**src/rtl/lia_pkg.sv**
```systemverilog
// ----------------------------------------------------------------------------
// Light intensity attenuation package
// Widths, register codes, light kinds and the CORDIC arctangent table shared
// by the attenuation pipeline and its cells.
// ----------------------------------------------------------------------------
`default_nettype none

package lia_pkg;

    // Field and datapath widths.
    localparam int COORD_W    = 16;
    localparam int OFF_W      = 17;
    localparam int SQ_W       = 32;
    localparam int PROD_W     = 33;
    localparam int DIST2_W    = 34;
    localparam int DOT_W      = 35;
    localparam int T_W        = 29;
    localparam int TA_W       = 28;
    localparam int TSQ_W      = 56;
    localparam int RAD_W      = 50;
    localparam int ROOT_W     = 25;
    localparam int XY_W       = 32;
    localparam int Z_W        = 26;
    localparam int ATAN_W     = 22;
    localparam int CORDIC_MAX = 24;
    localparam int ANGLE_W    = 16;
    localparam int QUO_W      = 16;
    localparam int SCALE_W    = 17;
    localparam int NUM_W      = 32;
    localparam int DEN_W      = 41;
    localparam int CFG_IDX_W  = 3;
    localparam int CFG_DATA_W = 48;

    localparam logic [ANGLE_W-1:0] MAX_ANGLE  = 16'd46080;
    localparam logic [Z_W-1:0]     NINETY_DEG = 26'd5898240;

    // Configuration register indexes.
    typedef enum logic [CFG_IDX_W-1:0] {
        REG_LIGHT_KIND,
        REG_COLOR,
        REG_POSITION,
        REG_DIRECTION,
        REG_INNER,
        REG_OUTER
    } cfg_reg_t;

    // Light kinds; the last code turns the light off.
    typedef enum logic [1:0] {
        KIND_DIRECTIONAL,
        KIND_POINT,
        KIND_SPOT,
        KIND_OFF
    } kind_t;

    // How the spot scale is formed after the angle is known.
    typedef enum logic [1:0] {
        SCALE_FULL,
        SCALE_ZERO,
        SCALE_DIV
    } scale_mode_t;

    // Rounded atan(2^-i) in degrees, Q6.16.
    localparam logic [ATAN_W-1:0] ATAN_TAB [CORDIC_MAX] = '{
        22'd2949120, 22'd1740967, 22'd919879, 22'd466945,
        22'd234379,  22'd117304,  22'd58666,  22'd29335,
        22'd14668,   22'd7334,    22'd3667,   22'd1833,
        22'd917,     22'd458,     22'd229,    22'd115,
        22'd57,      22'd29,      22'd14,     22'd7,
        22'd4,       22'd2,       22'd1,      22'd0
    };

endpackage

`default_nettype wire

```
**src/rtl/lia_sqrt_cell.sv**
```systemverilog
// ----------------------------------------------------------------------------
// Square root cell
// Decides one bit of an integer square root and hands the partial root,
// the remainder and the side data to the next cell.
// ----------------------------------------------------------------------------
`default_nettype none

module lia_sqrt_cell #(
    parameter int BIT    = 0,
    parameter int SIDE_W = 1
) (
    input  logic                          clk,
    input  logic                          rst_n,
    input  logic                          en,
    input  logic                          in_valid,
    input  logic [lia_pkg::RAD_W-1:0]     in_rem,
    input  logic [lia_pkg::ROOT_W-1:0]    in_root,
    input  logic [SIDE_W-1:0]             in_side,
    output logic                          out_valid,
    output logic [lia_pkg::RAD_W-1:0]     out_rem,
    output logic [lia_pkg::ROOT_W-1:0]    out_root,
    output logic [SIDE_W-1:0]             out_side
);
    import lia_pkg::*;

    localparam int TW = RAD_W + 2;

    logic                valid_reg;
    logic [RAD_W-1:0]    rem_reg, rem_next;
    logic [ROOT_W-1:0]   root_reg, root_next;
    logic [SIDE_W-1:0]   side_reg;
    logic [TW-1:0]       trial;

    // (r + 2^b)^2 - r^2 = r * 2^(b+1) + 2^(2b).
    always_comb
    begin
        trial     = (TW'(in_root) << (BIT + 1)) | (TW'(1) << (2 * BIT));
        rem_next  = in_rem;
        root_next = in_root;
        if (TW'(in_rem) >= trial)
        begin
            rem_next  = in_rem - RAD_W'(trial);
            root_next = in_root | (ROOT_W'(1) << BIT);
        end
    end

    always_ff @(posedge clk or negedge rst_n)
    begin
        if (!rst_n)
        begin
            valid_reg <= 1'b0;
        end
        else if (en)
        begin
            valid_reg <= in_valid;
        end
    end

    always_ff @(posedge clk)
    begin
        if (en)
        begin
            rem_reg  <= rem_next;
            root_reg <= root_next;
            side_reg <= in_side;
        end
    end

    assign out_valid = valid_reg;
    assign out_rem   = rem_reg;
    assign out_root  = root_reg;
    assign out_side  = side_reg;

endmodule

`default_nettype wire

```
**config.mk**
```make
export PLATFORM = sky130hd
export DESIGN_NAME = lia_sqrt_cell
export DESIGN_NICKNAME = d
export VERILOG_FILES = /design/src/rtl/lia_pkg.sv /design/src/rtl/lia_sqrt_cell.sv
export SDC_FILE = /design/constraint.sdc
export NUM_CORES = 1
export LEC_CHECK = 0
export BUFFER_PORTS_ARGS = -buffer_cell sky130_fd_sc_hd__buf_2
export CAP_MARGIN = 20
export CORE_MARGIN = 2
export CORE_UTILIZATION = 45
export DETAILED_ROUTE_END_ITERATION = 16
export PLACE_DENSITY = 0.82
export SETUP_SLACK_MARGIN = 0.4
export SYNTH_ARGS = -nofsm -noshare
export SYNTH_HDL_FRONTEND = slang
export SYNTH_SLANG_ARGS = --single-unit
```
**constraint.sdc**
```tcl
create_clock -name clk -period 0.8 [get_ports clk]
set_clock_uncertainty 0.15 [all_clocks]
set_input_delay 0.12 -clock clk [delete_from_list [all_inputs] [get_ports clk]]
set_output_delay 0.12 -clock clk [all_outputs]
set_load 0.005 [all_outputs]
```
==> flow_summary.ini <==
[routing]
drt_wl_total_mm = 19.82
ant_nets = 0
wire_per_inst_um = 19.70
num_vias = 5784
firstDrtPassIters = 6
routed_via_density = 5.750
drt_iter0_markers = 599
drc_errors = 0

[status]
failed_checks = negative hold slack, negative setup slack
outcome = complete, but fails checks

[synth]
synth_top_family_by_area = simple AND/OR/NAND/NOR gates
synth-simple-area-share = 0.1874
synth-xor-area-share = 0.08401
syn_area_per_cell_sq_um = 9.702
synth_area_leader_cell = edfxtp_1
ys_warn_count = 0
synth_top_cell_area_share = 0.4658
synth_flop_cell = edfxtp_1
synth_compound_area_frac = 0.1404
synth_edf_count = 76
syn_inst = 505
seq_area_frac_synth = 0.4709
synth_seq_cells = 77
synth_mux_area_frac = 0.004597
synthTopCellsByArea = edfxtp_1 47%, ha_1 6.6%, xnor2_1 5.9%, nand2_1 4.8%, o21ai_0 4.0%
syn-num-nets = 612
yosysUniqueCellTypes = 50
synthAdderAreaFrac = 0.07048
synthArstFlopShare = 0.01299
syn_area_sq_um = 4900

[sta]
finalWorstSetupSlack_ps = -2125
setup_violations = 129
final_max_slew_viol_count = 0
maxSlewHeadroom = 0.4789
period_minus_slack_ps = 2925
worst_slew_pin_slew_ps = 773.5
hold-worst-slack_ps = -220.1
fin_setup_tns_ps = -129510
hold_viol_final = 51
fmax_ghz = 0.3418
rsz0062_at_grt = true
min_period_over_period = 3.657

[clock_tree]
cts_made_buffers = 9
cts-root-buf = clkbuf_8
clock_sinks = 77
cts_max_path_buffers = 2
cts_tree = built
h-tree-depth = 3
cts_hold_buf = 1
clkTransAtPathRegs_ps = 80
clk_latency_ps = 360

[final_layout]
area.growth.synth_to_final_pct = 68.59
nFillCells = 701
final_design_area_no_fill_sq_um = 8260
nets = 967
post_route_cells_drive_above_1_share = 0.4879
final_common_cell = buf_4
final_cell_mix = 169 x buf_4, 154 x buf_2, 76 x edfxtp_1, 59 x nand2_1, 35 x inv_1

[global_routing]
grt_overflow = 0
grt_usage = 0.3243
grt_max_degree = 19
antenna_found_initial = 0
grt_pass1_vias = 5532
grt_pass1_wl_mm = 28.80

[setup_path]
slowest_stage = or4_4
crit_fanout = 5
worst_path_largest_cell_delay_ps = 540
required_ps = 770
crit_chain = buf_6 > or4_4 > or4_4 > buf_4 > buf_6 > nor4_4 > nand3_4 > nor3b_4 > buf_4 > buf_4 > mux2_2
r2r_start = out_valid
end_kind = register
worstSetupPathType = in -> reg
critPathArrivalTime_ps = 2890
crit-reg2reg-capture = out_valid
cp_common_cell = buf_4
start_kind = primary input
endpoint = out_rem[16]
crit_start = in_rem[44]
rrSetupSlack_ps = -110
rr_worst_depth = 1

[floorplanning]
core.rowCount = 38
core-area_sq_um = 10750
die_x_um = 108.3
die_area_sq_um = 11740
die_y_um = 108.3
initial_core_util = 0.4560
io-pin-count = 157

[power_and_ir_drop]
p_leak_nw = 3.701
p_per_area_nw_per_um2 = 1478
vdd_drop_max_mv = 0.8431

[placement]
gp_congestion = 0.9285
placement.io_buffers = 156
dp_hpwl_mm = 12.80
place_area_sq_um = 7179

[flow_run]
drv_cap = 0

[hold_path]
hold_path.class = in -> reg
## report_power, final
group | switching [mW] | leakage, nW | total, mW | internal (mW)
Clock | 1.53 | 0.0923 | 2.97 | 1.44
Sequential | 0.121 | 0.756 | 5.10 | 4.98
Combinational | 2.06 | 2.85 | 4.14 | 2.08
Total | 3.72 | 3.70 | 12.2 | 8.50
## worst min path at each step
stage | from | endpoint | slack [ps] | cells after the start
3_5_place_dp | rst_n | out_valid | -250 | 1
4_1_cts | in_side | out_side | -220 | 1
2_1_floorplan | rst_n | out_valid | -330 | 0
5_1_grt | in_side | out_side | -230 | 1
6_report | in_side | out_side | -220 | 1
3_3_place_gp | rst_n | out_valid | -260 | 1
## worst max-delay path: cells and delay by family
family        cells  cell delay, ps
buf+inv           5             660
simple gates      5            1760
mux               1             340
## cell families (layout without fill, tap and decap cells)
| kind of cell | count (synthesis) | after routing |
|---|---|---|
| AO/OA/AOI/OAI | 114 | 114 |
| XOR/XNOR | 47 | 47 |
| adder cells (fa/ha/maj) | 27 | 27 |
| buffers and inverters | 55 | 415 |
| flip-flops | 77 | 77 |
| multiplexers | 2 | 2 |
| other | 0 | 1 |
| AND/OR/NAND/NOR | 183 | 183 |
## state kept, by name (all words and copies together) (netlist names)
signal	flops
out_valid	1
out_side	1
out_root	25
out_rem	50
## stage by stage
| stage | setup WS [ps] | power (mW) | hold slack, ps | cells | util |
|---|---|---|---|---|---|
| final | -2125 | 12.21 | -220.1 | 1006 | 0.7687 |
| after detailed placement | -2531 | 8.670 | -252.2 | 951 | 0.6681 |
| after global routing | -2159 | 12.69 | -226.7 | 1005 | 0.7685 |
| after global placement | -2424 | 8.562 | -255.8 | 951 | 0.6681 |
| after CTS | -2038 | 11.91 | -219.7 | 994 | 0.7484 |
| after floorplan | -2228 | 6.603 | -325.6 | 505 | - |
## synthesized netlist by cell type (2+ instances only)
cell type	instances
nand3b_1	3
a2111oi_0	4
nor3_1	14
inv_1	36
edfxtp_1	76
nor4_1	10
or2_2	2
or3_1	2
o21bai_1	3
o21a_1	3
xnor2_1	33
and3_1	5
nor4b_1	2
nand3_1	20
ha_1	26
nand2_1	63
and2_1	2
nor2_1	30
mux2_2	2
a211oi_1	3
xor2_1	14
o31ai_1	2
nand4_1	11
and4_1	2
clkbuf_1	19
or4_1	6
nor2b_1	5
a31oi_1	3
o211ai_1	4
a21boi_0	2
a21oi_1	33
a21o_1	9
o21ai_0	39
## timing repair
action / CTS / global route
setup buffers: 17 / 10
cloned: 9 / 1
hold endpoints to repair: 57 / 51
gates resized for setup: 61 / 26
setup endpoints to repair: 205 / 205
pin swaps: 18 / 19
## cell type report
cell class	instances	area [sq um]	share of cell area
multi-input combinational	373	2676	0.3240
sequential	77	2307	0.2793
tap	140	175.2	0.02121
clock inverter	6	63.81	0.007725
antenna	1	2.502	0.0003029
clock buffer	10	127.6	0.01545
timing repair buffer	363	2773	0.3357
inverter	36	135.1	0.01636
## layer usage
layer | vias up | global-route usage | wire length, um
met4 | 0 | 0.1364 | 966
met5 | - | 0 | 0
met3 | 95 | 0.06389 | 2021
li1 | 2563 | - | -
met2 | 419 | 0.5341 | 9242
met1 | 2707 | 0.4171 | 7590
Power figures use the tool's default switching activity.
