`config.mk`:
```
export PLATFORM = sky130hd
export DESIGN_NAME = lia_div_cell
export DESIGN_NICKNAME = d
export VERILOG_FILES = /design/src/rtl/lia_pkg.sv /design/src/rtl/lia_div_cell.sv
export SDC_FILE = /design/constraint.sdc
export NUM_CORES = 1
export LEC_CHECK = 0
export ABC_AREA = 0
export ABC_CLOCK_PERIOD_IN_PS = 800
export BUFFER_PORTS_ARGS = -buffer_cell sky130_fd_sc_hd__buf_2
export CAP_MARGIN = 30
export CELL_PAD_IN_SITES_DETAIL_PLACEMENT = 1
export CELL_PAD_IN_SITES_GLOBAL_PLACEMENT = 1
export CORE_MARGIN = 1.5
export CORE_UTILIZATION = 38
export CTS_CLUSTER_SIZE = 8
export DETAILED_ROUTE_END_ITERATION = 6
export PLACE_DENSITY = 0.88
export SLEW_MARGIN = 20
export SYNTH_ARGS = -nofsm -noshare
export SYNTH_HDL_FRONTEND = slang
export SYNTH_SLANG_ARGS = --single-unit
```
`constraint.sdc`:
```
create_clock -name clk -period 0.8 [get_ports clk]
set_input_delay 0.12 -clock clk [delete_from_list [all_inputs] [get_ports clk]]
set_output_delay 0.12 -clock clk [all_outputs]
set_load 0.03 [all_outputs]
```
`src/rtl/lia_pkg.sv`:
```
// ----------------------------------------------------------------------------
// Light intensity attenuation package
// Widths, register codes, light kinds and the CORDIC arctangent table shared
// by the attenuation pipeline and its cells.
// ----------------------------------------------------------------------------
`default_nettype none

package lia_pkg;

    // Field and datapath widths.
    localparam int COORD_W    = 16;
    localparam int OFF_W      = 17;
    localparam int SQ_W       = 32;
    localparam int PROD_W     = 33;
    localparam int DIST2_W    = 34;
    localparam int DOT_W      = 35;
    localparam int T_W        = 29;
    localparam int TA_W       = 28;
    localparam int TSQ_W      = 56;
    localparam int RAD_W      = 50;
    localparam int ROOT_W     = 25;
    localparam int XY_W       = 32;
    localparam int Z_W        = 26;
    localparam int ATAN_W     = 22;
    localparam int CORDIC_MAX = 24;
    localparam int ANGLE_W    = 16;
    localparam int QUO_W      = 16;
    localparam int SCALE_W    = 17;
    localparam int NUM_W      = 32;
    localparam int DEN_W      = 41;
    localparam int CFG_IDX_W  = 3;
    localparam int CFG_DATA_W = 48;

    localparam logic [ANGLE_W-1:0] MAX_ANGLE  = 16'd46080;
    localparam logic [Z_W-1:0]     NINETY_DEG = 26'd5898240;

    // Configuration register indexes.
    typedef enum logic [CFG_IDX_W-1:0] {
        REG_LIGHT_KIND,
        REG_COLOR,
        REG_POSITION,
        REG_DIRECTION,
        REG_INNER,
        REG_OUTER
    } cfg_reg_t;

    // Light kinds; the last code turns the light off.
    typedef enum logic [1:0] {
        KIND_DIRECTIONAL,
        KIND_POINT,
        KIND_SPOT,
        KIND_OFF
    } kind_t;

    // How the spot scale is formed after the angle is known.
    typedef enum logic [1:0] {
        SCALE_FULL,
        SCALE_ZERO,
        SCALE_DIV
    } scale_mode_t;

    // Rounded atan(2^-i) in degrees, Q6.16.
    localparam logic [ATAN_W-1:0] ATAN_TAB [CORDIC_MAX] = '{
        22'd2949120, 22'd1740967, 22'd919879, 22'd466945,
        22'd234379,  22'd117304,  22'd58666,  22'd29335,
        22'd14668,   22'd7334,    22'd3667,   22'd1833,
        22'd917,     22'd458,     22'd229,    22'd115,
        22'd57,      22'd29,      22'd14,     22'd7,
        22'd4,       22'd2,       22'd1,      22'd0
    };

endpackage

`default_nettype wire

```
`src/rtl/lia_div_cell.sv`:
```
// ----------------------------------------------------------------------------
// Restoring division cell
// Decides one quotient bit by comparing the remainder with the shifted
// divisor, and hands remainder, divisor and quotient onward.
// ----------------------------------------------------------------------------
`default_nettype none

module lia_div_cell #(
    parameter int NUM_W  = 32,
    parameter int DEN_W  = 16,
    parameter int BIT    = 0,
    parameter int SIDE_W = 1
) (
    input  logic                          clk,
    input  logic                          rst_n,
    input  logic                          en,
    input  logic                          in_valid,
    input  logic [NUM_W-1:0]              in_rem,
    input  logic [DEN_W-1:0]              in_den,
    input  logic [lia_pkg::QUO_W-1:0]     in_quo,
    input  logic [SIDE_W-1:0]             in_side,
    output logic                          out_valid,
    output logic [NUM_W-1:0]              out_rem,
    output logic [DEN_W-1:0]              out_den,
    output logic [lia_pkg::QUO_W-1:0]     out_quo,
    output logic [SIDE_W-1:0]             out_side
);
    import lia_pkg::*;

    localparam int CMP_W = ((NUM_W > DEN_W + BIT) ? NUM_W : DEN_W + BIT) + 1;

    logic               valid_reg;
    logic [NUM_W-1:0]   rem_reg, rem_next;
    logic [DEN_W-1:0]   den_reg;
    logic [QUO_W-1:0]   quo_reg, quo_next;
    logic [SIDE_W-1:0]  side_reg;
    logic [CMP_W-1:0]   shifted;

    // Subtract the divisor at this bit weight when it fits.
    always_comb
    begin
        shifted  = CMP_W'(in_den) << BIT;
        rem_next = in_rem;
        quo_next = in_quo;
        if (CMP_W'(in_rem) >= shifted)
        begin
            rem_next = in_rem - NUM_W'(shifted);
            quo_next = in_quo | (QUO_W'(1) << BIT);
        end
    end

    always_ff @(posedge clk or negedge rst_n)
    begin
        if (!rst_n)
        begin
            valid_reg <= 1'b0;
        end
        else if (en)
        begin
            valid_reg <= in_valid;
        end
    end

    always_ff @(posedge clk)
    begin
        if (en)
        begin
            rem_reg  <= rem_next;
            den_reg  <= in_den;
            quo_reg  <= quo_next;
            side_reg <= in_side;
        end
    end

    assign out_valid = valid_reg;
    assign out_rem   = rem_reg;
    assign out_den   = den_reg;
    assign out_quo   = quo_reg;
    assign out_side  = side_reg;

endmodule

`default_nettype wire

```
==> out/metrics.cfg, run 1 <==
[sta]
tns_ns=-70.25
setup_viol=100
whs_ns=0.0299
final_hold_viol_count=0
finClkSkew_ns=0
slew_headroom_pct=60.2
period_minus_slack_ns=2.55
min_period_over_period_pct=319
fmax_mhz=392
setup_ws_ns=-1.75
drv_slew=0
rsz0062_at_grt=yes
worst_slew_pin_slew_ns=0.591

[setup_path]
cp_max_fo=8
endpoint_kind=flop
start_kind=input pin
worstPathRequired_ns=0.96
cp.arrival_ns=2.71
crit_type=input pin to flop

[route]
routed_wl_um=20700
via_per_inst=6.06
first_iter_violations=394
first_pass_iters=5
drc=0
wire_per_inst_um=29.7
detail-route-antenna-nets=0
vias=4231

[clock_tree]
cts_buffers=9
clockBufferDepth=2
cts.sinks=66
htree_levels=3
tritoncts=done
path_clk_slew_ns=0.09
clock-root-buffer=clkbuf_8
clock_latency_ns=0.38

[grt]
grt_overflow=0
grtUsageTotal_pct=35.0
grt_pass1_wl_um=26100
grt_max_degree=29
antenna_found_initial=0
grt_pass1_vias=4460

[synthesis]
async_flop_share_pct=1.52
postSynthAreaPerCell_um2=11.4
synth_edf_count=65
syn_inst=312
ys_warn_count=0
syn_nets=398
synth_cell_types=47
synth-seq-cells=66
seq_area_frac_synth_pct=55.4
synth_area_mm2=0.00357
synth_flop_cell=edfxtp_1

[outcome]
violations=negative setup slack
status=finished with violations

[placed_design]
dp_hpwl_um=9230
gp_congestion=0.898
numPortBuffers=134

[cells_and_area]
syn_to_final_growth_pct=81.9
layout-drive-gt1-share_pct=53.3
n_antenna_cell=0
fin_nets=668

[die]
die_x_um=99.9
core_area_mm2=0.00915
die_area_mm2=0.00997
io_pins=135
rows=35
initial_utilization_pct=39.0
die_y_um=99.9

[run]
drv_cap=0

[pwr]
power_density_mw_per_mm2=1830
peakVddDrop_mv=1.78
power.leakage_uw=0.00286

[worst_hold_path]
hold_class=input pin to flop

-- synthesized netlist by cell type, types with 2 or more instances --
cell type   n  share of area (%)
or3_1       7                1.2
nand2b_1    7                1.2
a21oi_1    30                4.2
nand4_1     3               0.53
o21ai_0     8                1.1
a21oi_2     2               0.49
inv_1      22                2.3
nor3_1     14                2.0
or4_1       3               0.63
a31oi_1     3               0.53
clkbuf_1    4               0.42
o211a_1     3               0.84
nor4_1     12                2.1
a21o_1      4               0.84
o211ai_1    2               0.42
nand2_1    19                2.0
nor2_1     25                2.6
xnor2_1     5                1.2
ha_1       16                5.6
buf_6       4                1.3
o31ai_1     6                1.3
edfxtp_1   65                 55
xor2_1     21                5.2
o21a_1      4               0.84
-- placed cells by master, fill, tap and decap left out, drive strengths merged, types with 2 or more instances in the layout --
| cell type | instances |
|---|---|
| nand2b | 7 |
| o21ai | 8 |
| xor2 | 21 |
| or3 | 7 |
| o211a | 3 |
| nor2 | 25 |
| o31ai | 7 |
| a21oi | 32 |
| nand4 | 3 |
| edfxtp | 65 |
| dlygate4sd3 | 31 |
| nor3 | 16 |
| nand2 | 19 |
| or4 | 4 |
| a21o | 4 |
| bufinv | 2 |
| o211ai | 2 |
| ha | 16 |
| a31oi | 3 |
| nor4 | 12 |
| xnor2 | 5 |
| o21a | 4 |
| buf | 237 |
| inv | 25 |
| clkbuf | 10 |
-- timing repair --
action,in CTS,in global routing
setup buffers,2,1
gates resized for setup,164,42
endpoints found under the hold margin,31,0
setup endpoints to repair,99,100
hold buffers,31,0
pin swaps,9,15
cloned,2,0
-- metrics by stage --
step                      utilization, %  area [um^2]  cells  setup WS [ns]  power [uW]
after floorplan                        -         3610    312          -1.66        5870
after global placement              56.2         5150    646          -1.73        7030
after detailed placement            56.2         5150    646          -1.83        7170
after CTS                           68.7         6290    697          -1.42       11200
after global routing                70.9         6490    698          -1.76       12100
final                               70.9         6490    698          -1.75       11900
-- registers in the layout, indices dropped and copies added (netlist names) --
name / cells
out_side: 1
out_quo: 16
out_valid: 1
out_rem: 32
out_den: 16
-- final timing paths --
check / start / endpoint / slack [ns] / depth (start not counted)
worst max-delay path: in_den[11] / out_rem[13] / -1.75 / 12
worst min-delay path: in_den[2] / out_den[2] / 0.03 / 2
worst max register to register: out_valid / out_valid / -0.15 / 2
worst min register to register: out_valid / out_valid / 0.68 / 2
max in group asynchronous: rst_n / out_valid / 0.64 / 2
min in group asynchronous: rst_n / out_valid / 0.05 / 2
-- logic make-up (layout without fill, tap and decap cells) --
family,Yosys count,after routing,share of synthesized area (%)
flops,66,66,55.4
xor+xnor,26,26,6.39
buf+inv,31,306,4.14
fa+ha+maj,17,17,6.18
compound gates,70,70,12.6
simple gates,101,101,15.0
mux,1,1,0.316
-- final cells by class --
| cell class | count | area, um^2 |
|---|---|---|
| Sequential cell | 66 | 1980 |
| Clock inverter | 6 | 95.1 |
| Inverter | 22 | 82.6 |
| Clock buffer | 10 | 138 |
| Timing Repair Buffer | 268 | 2300 |
| Multi-Input combinational cell | 215 | 1750 |
| Tap cell | 111 | 139 |
| Fill cell | 934 | 2670 |
-- layer usage --
layer  GRT usage [%]  up-vias  part of all wire (%)
met5               0        -                     0
met4            18.5        0                   7.7
met3            7.31      134                   7.6
met2            61.8      325                    50
met1            39.8     2059                    35
li1                -     1713                     -
-- report_power, final --
group          leakage, uW  total [uW]  internal [uW]  switching [uW]
logic              0.00210        3900           1670            2230
clock network     0.000118        3530           1880            1650
registers         0.000647        4440           4230             213
total              0.00286       11900           7780            4100
-- worst max-delay path, cell delays in order --
cell and delay, ns:
buf_2 0.12, inv_1 0.08, ha_2 0.31, a21oi_1 0.38, o211ai_1 0.27, a221o_1 0.39
buf_4 0.20, nor3_4 0.29, buf_12 0.19, buf_12 0.13, nand2_1 0.11, o31ai_1 0.13
No activity file was read; power rests on OpenSTA's default activity.
==> run 2: changes to the inputs <==
Settings changed: RECOVER_POWER set to 100.
==> run 2 against run 1 <==
The run still ends with negative setup slack left. Via count about the same. Combinational power is essentially flat. Core utilization shrank 0.46 points. Global-route usage did not move. Sequential power barely moved. First-iteration DRC count shrank 15%. Routed wire length barely moved. Largest cell class unchanged.
==> out/metrics.cfg, run 2 (same netlist as run 1, synthesis figures left out) <==
[outcome]
status=finished with violations  ; unchanged
violations=negative setup slack  ; unchanged

[cells_and_area]
layout_common_cells=buf_4 (88), buf_6 (73), edfxtp_1 (65)  ; was buf_4 (91), buf_6 (73), buf_2 (66)
mostFrequentLayoutCell=buf_4  ; unchanged
final_core_util_pct=70.4  ; was 70.9%
fin_nets=668  ; unchanged
syn_to_final_growth_pct=80.7  ; was 81.9%
n_antenna_cell=0  ; unchanged
layout-drive-gt1-share_pct=51.3  ; was 53.3%
largest_reg_flops=32  ; unchanged
stdcell_count=698  ; unchanged

[sta]
drv_slew=0  ; unchanged
worst_slew_pin_slew_ns=0.602  ; was 0.591 ns
period_minus_slack_ns=2.57  ; was 2.55 ns
setup_ws_ns=-1.77  ; was -1.75 ns
fmax_mhz=390  ; was 392 MHz
min_period_over_period_pct=321  ; was 319%
final_hold_viol_count=0  ; unchanged
rsz0062_at_grt=yes  ; unchanged
finClkSkew_ns=0  ; unchanged
slew_headroom_pct=59.4  ; was 60.2%
setup_viol=100  ; unchanged

[setup_path]
cp_max_fo=8  ; unchanged
crit_start=in_den[11]  ; unchanged
slowest_stage=a21oi_1  ; was a221o_1
crit_type=input pin to flop  ; unchanged
critPathMaxStageDelay_ns=0.38  ; was 0.39 ns
start_kind=input pin  ; unchanged
worstPathRequired_ns=0.96  ; about the same
reg2reg_from=out_valid  ; unchanged
crit_path_frequent_cell=buf_12  ; unchanged
cp.arrival_ns=2.72  ; was 2.71 ns
endpoint_kind=flop  ; unchanged
cp_cell_sequence=buf_2 -> inv_1 -> ha_2 -> a21oi_1 -> o211ai_1 -> a221o_1 -> buf_4 -> nor3_4 -> buf_12 -> buf_12 -> nand2_1 -> o31ai_1  ; unchanged

[die]
die_x_um=99.9  ; unchanged
core_area_mm2=0.00915  ; unchanged
io_pins=135  ; unchanged
rows=35  ; unchanged
die_y_um=99.9  ; unchanged
die_area_mm2=0.00997  ; unchanged
initial_utilization_pct=39.0  ; unchanged

[grt]
grt_max_degree=29  ; unchanged
grt_overflow=0  ; unchanged
grtUsageTotal_pct=35.0  ; unchanged
grt_pass1_vias=4460  ; unchanged
grt_pass1_wl_um=26100  ; unchanged
antenna_found_initial=0  ; unchanged

[route]
wire_per_inst_um=29.7  ; about the same
first_iter_violations=333  ; was 394
first_pass_iters=5  ; unchanged
drc=0  ; unchanged
detail-route-antenna-nets=0  ; unchanged
via_per_inst=6.06  ; about the same
vias=4233  ; was 4231
routed_wl_um=20700  ; about the same

[placed_design]
gp_congestion=0.898  ; unchanged
dp_hpwl_um=9230  ; unchanged
placedCellCount=646  ; unchanged
numPortBuffers=134  ; unchanged

[clock_tree]
clock_latency_ns=0.38  ; about the same
clock-root-buffer=clkbuf_8  ; unchanged
path_clk_slew_ns=0.09  ; about the same
cts_buffers=9  ; unchanged
htree_levels=3  ; unchanged
tritoncts=done  ; unchanged
cts.sinks=66  ; unchanged
clockBufferDepth=2  ; unchanged

[pwr]
power.leakage_uw=0.00282  ; was 0.00286 uW
peakVddDrop_mv=1.79  ; was 1.78 mV
power_density_mw_per_mm2=1840  ; was 1830 mW/mm^2

[run]
drv_cap=0  ; unchanged

[worst_hold_path]
hold_class=input pin to flop  ; unchanged
hold_start=in_den[2]  ; unchanged

==> run 2: cell types whose count changed in the layout (fill, tap and decap cells not counted) <==
cell / change
clkbuf_1: +12
buf_4: -3
clkbuf_2: +1
buf_12: -2
clkbuf_4: +4
buf_2: -12
==> run 2: area by class of cell <==
cell class	instances	area, um^2
repair buffers	268	2260
well taps	111	139
clock buffers	10	138
fillers	945	2710
clock inverters	6	95.1
flip-flops and latches	66	1980
inverters	22	82.6
multi-input cells	215	1750
==> run 2: power by group <==
part	internal, uW	leakage [uW]	switching, uW
clock network	1880	0.000118	1680
logic	1650	0.00205	2230
registers	4230	0.000647	214
total	7760	0.00282	4120
==> run 2: metal layers <==
metal / routed length [um] / vias to the layer above / part of all wire, % / track usage, %
li1: - / 1713 / - / -
met1: 7290 / 2064 / 35 / 39.8
met2: 10300 / 326 / 50 / 61.8
met3: 1550 / 130 / 7.5 / 7.31
met4: 1600 / 0 / 7.7 / 18.5
met5: 0 / - / 0 / 0
==> run 2: final timing paths <==
path                               endpoint  slack (ns)  cells past startpoint
worst max register to register    out_valid       -0.15                      2
max in group asynchronous         out_valid        0.56                      2
min in group asynchronous         out_valid        0.06                      2
worst min register to register    out_valid        0.68                      2
worst max-delay path            out_rem[13]       -1.77                     12
worst min-delay path             out_den[2]        0.05                      2
==> run 2: worst max-delay path: cells and delay by family <==
family          cells  cell delay [ns]
compound gates      4             1.16
fa+ha+maj           1             0.31
simple gates        2             0.40
buf+inv             5             0.72
==> run 2: timing repair <==
action	in CTS	in global routing
pin swaps	9	15
endpoints found under the hold margin	31	0
buffers inserted	2	1
gates resized for setup	164	42
gates cloned	2	0
hold buffers	31	0
setup endpoints to repair	99	100
==> run 2: metrics by stage <==
stage | TNS, ns | setup WS, ns | hold slack (ns) | power [uW] | instance area [um^2]
final | -70.67 | -1.77 | 0.0499 | 11900 | 6440
after floorplan | -50.70 | -1.66 | -0.176 | 5870 | 3610
after CTS | -60.75 | -1.42 | 0.0219 | 11200 | 6290
after global routing | -72.44 | -1.76 | 0.0329 | 12100 | 6440
after detailed placement | -59.85 | -1.83 | -0.104 | 7170 | 5150
after global placement | -56.40 | -1.73 | -0.105 | 7030 | 5150
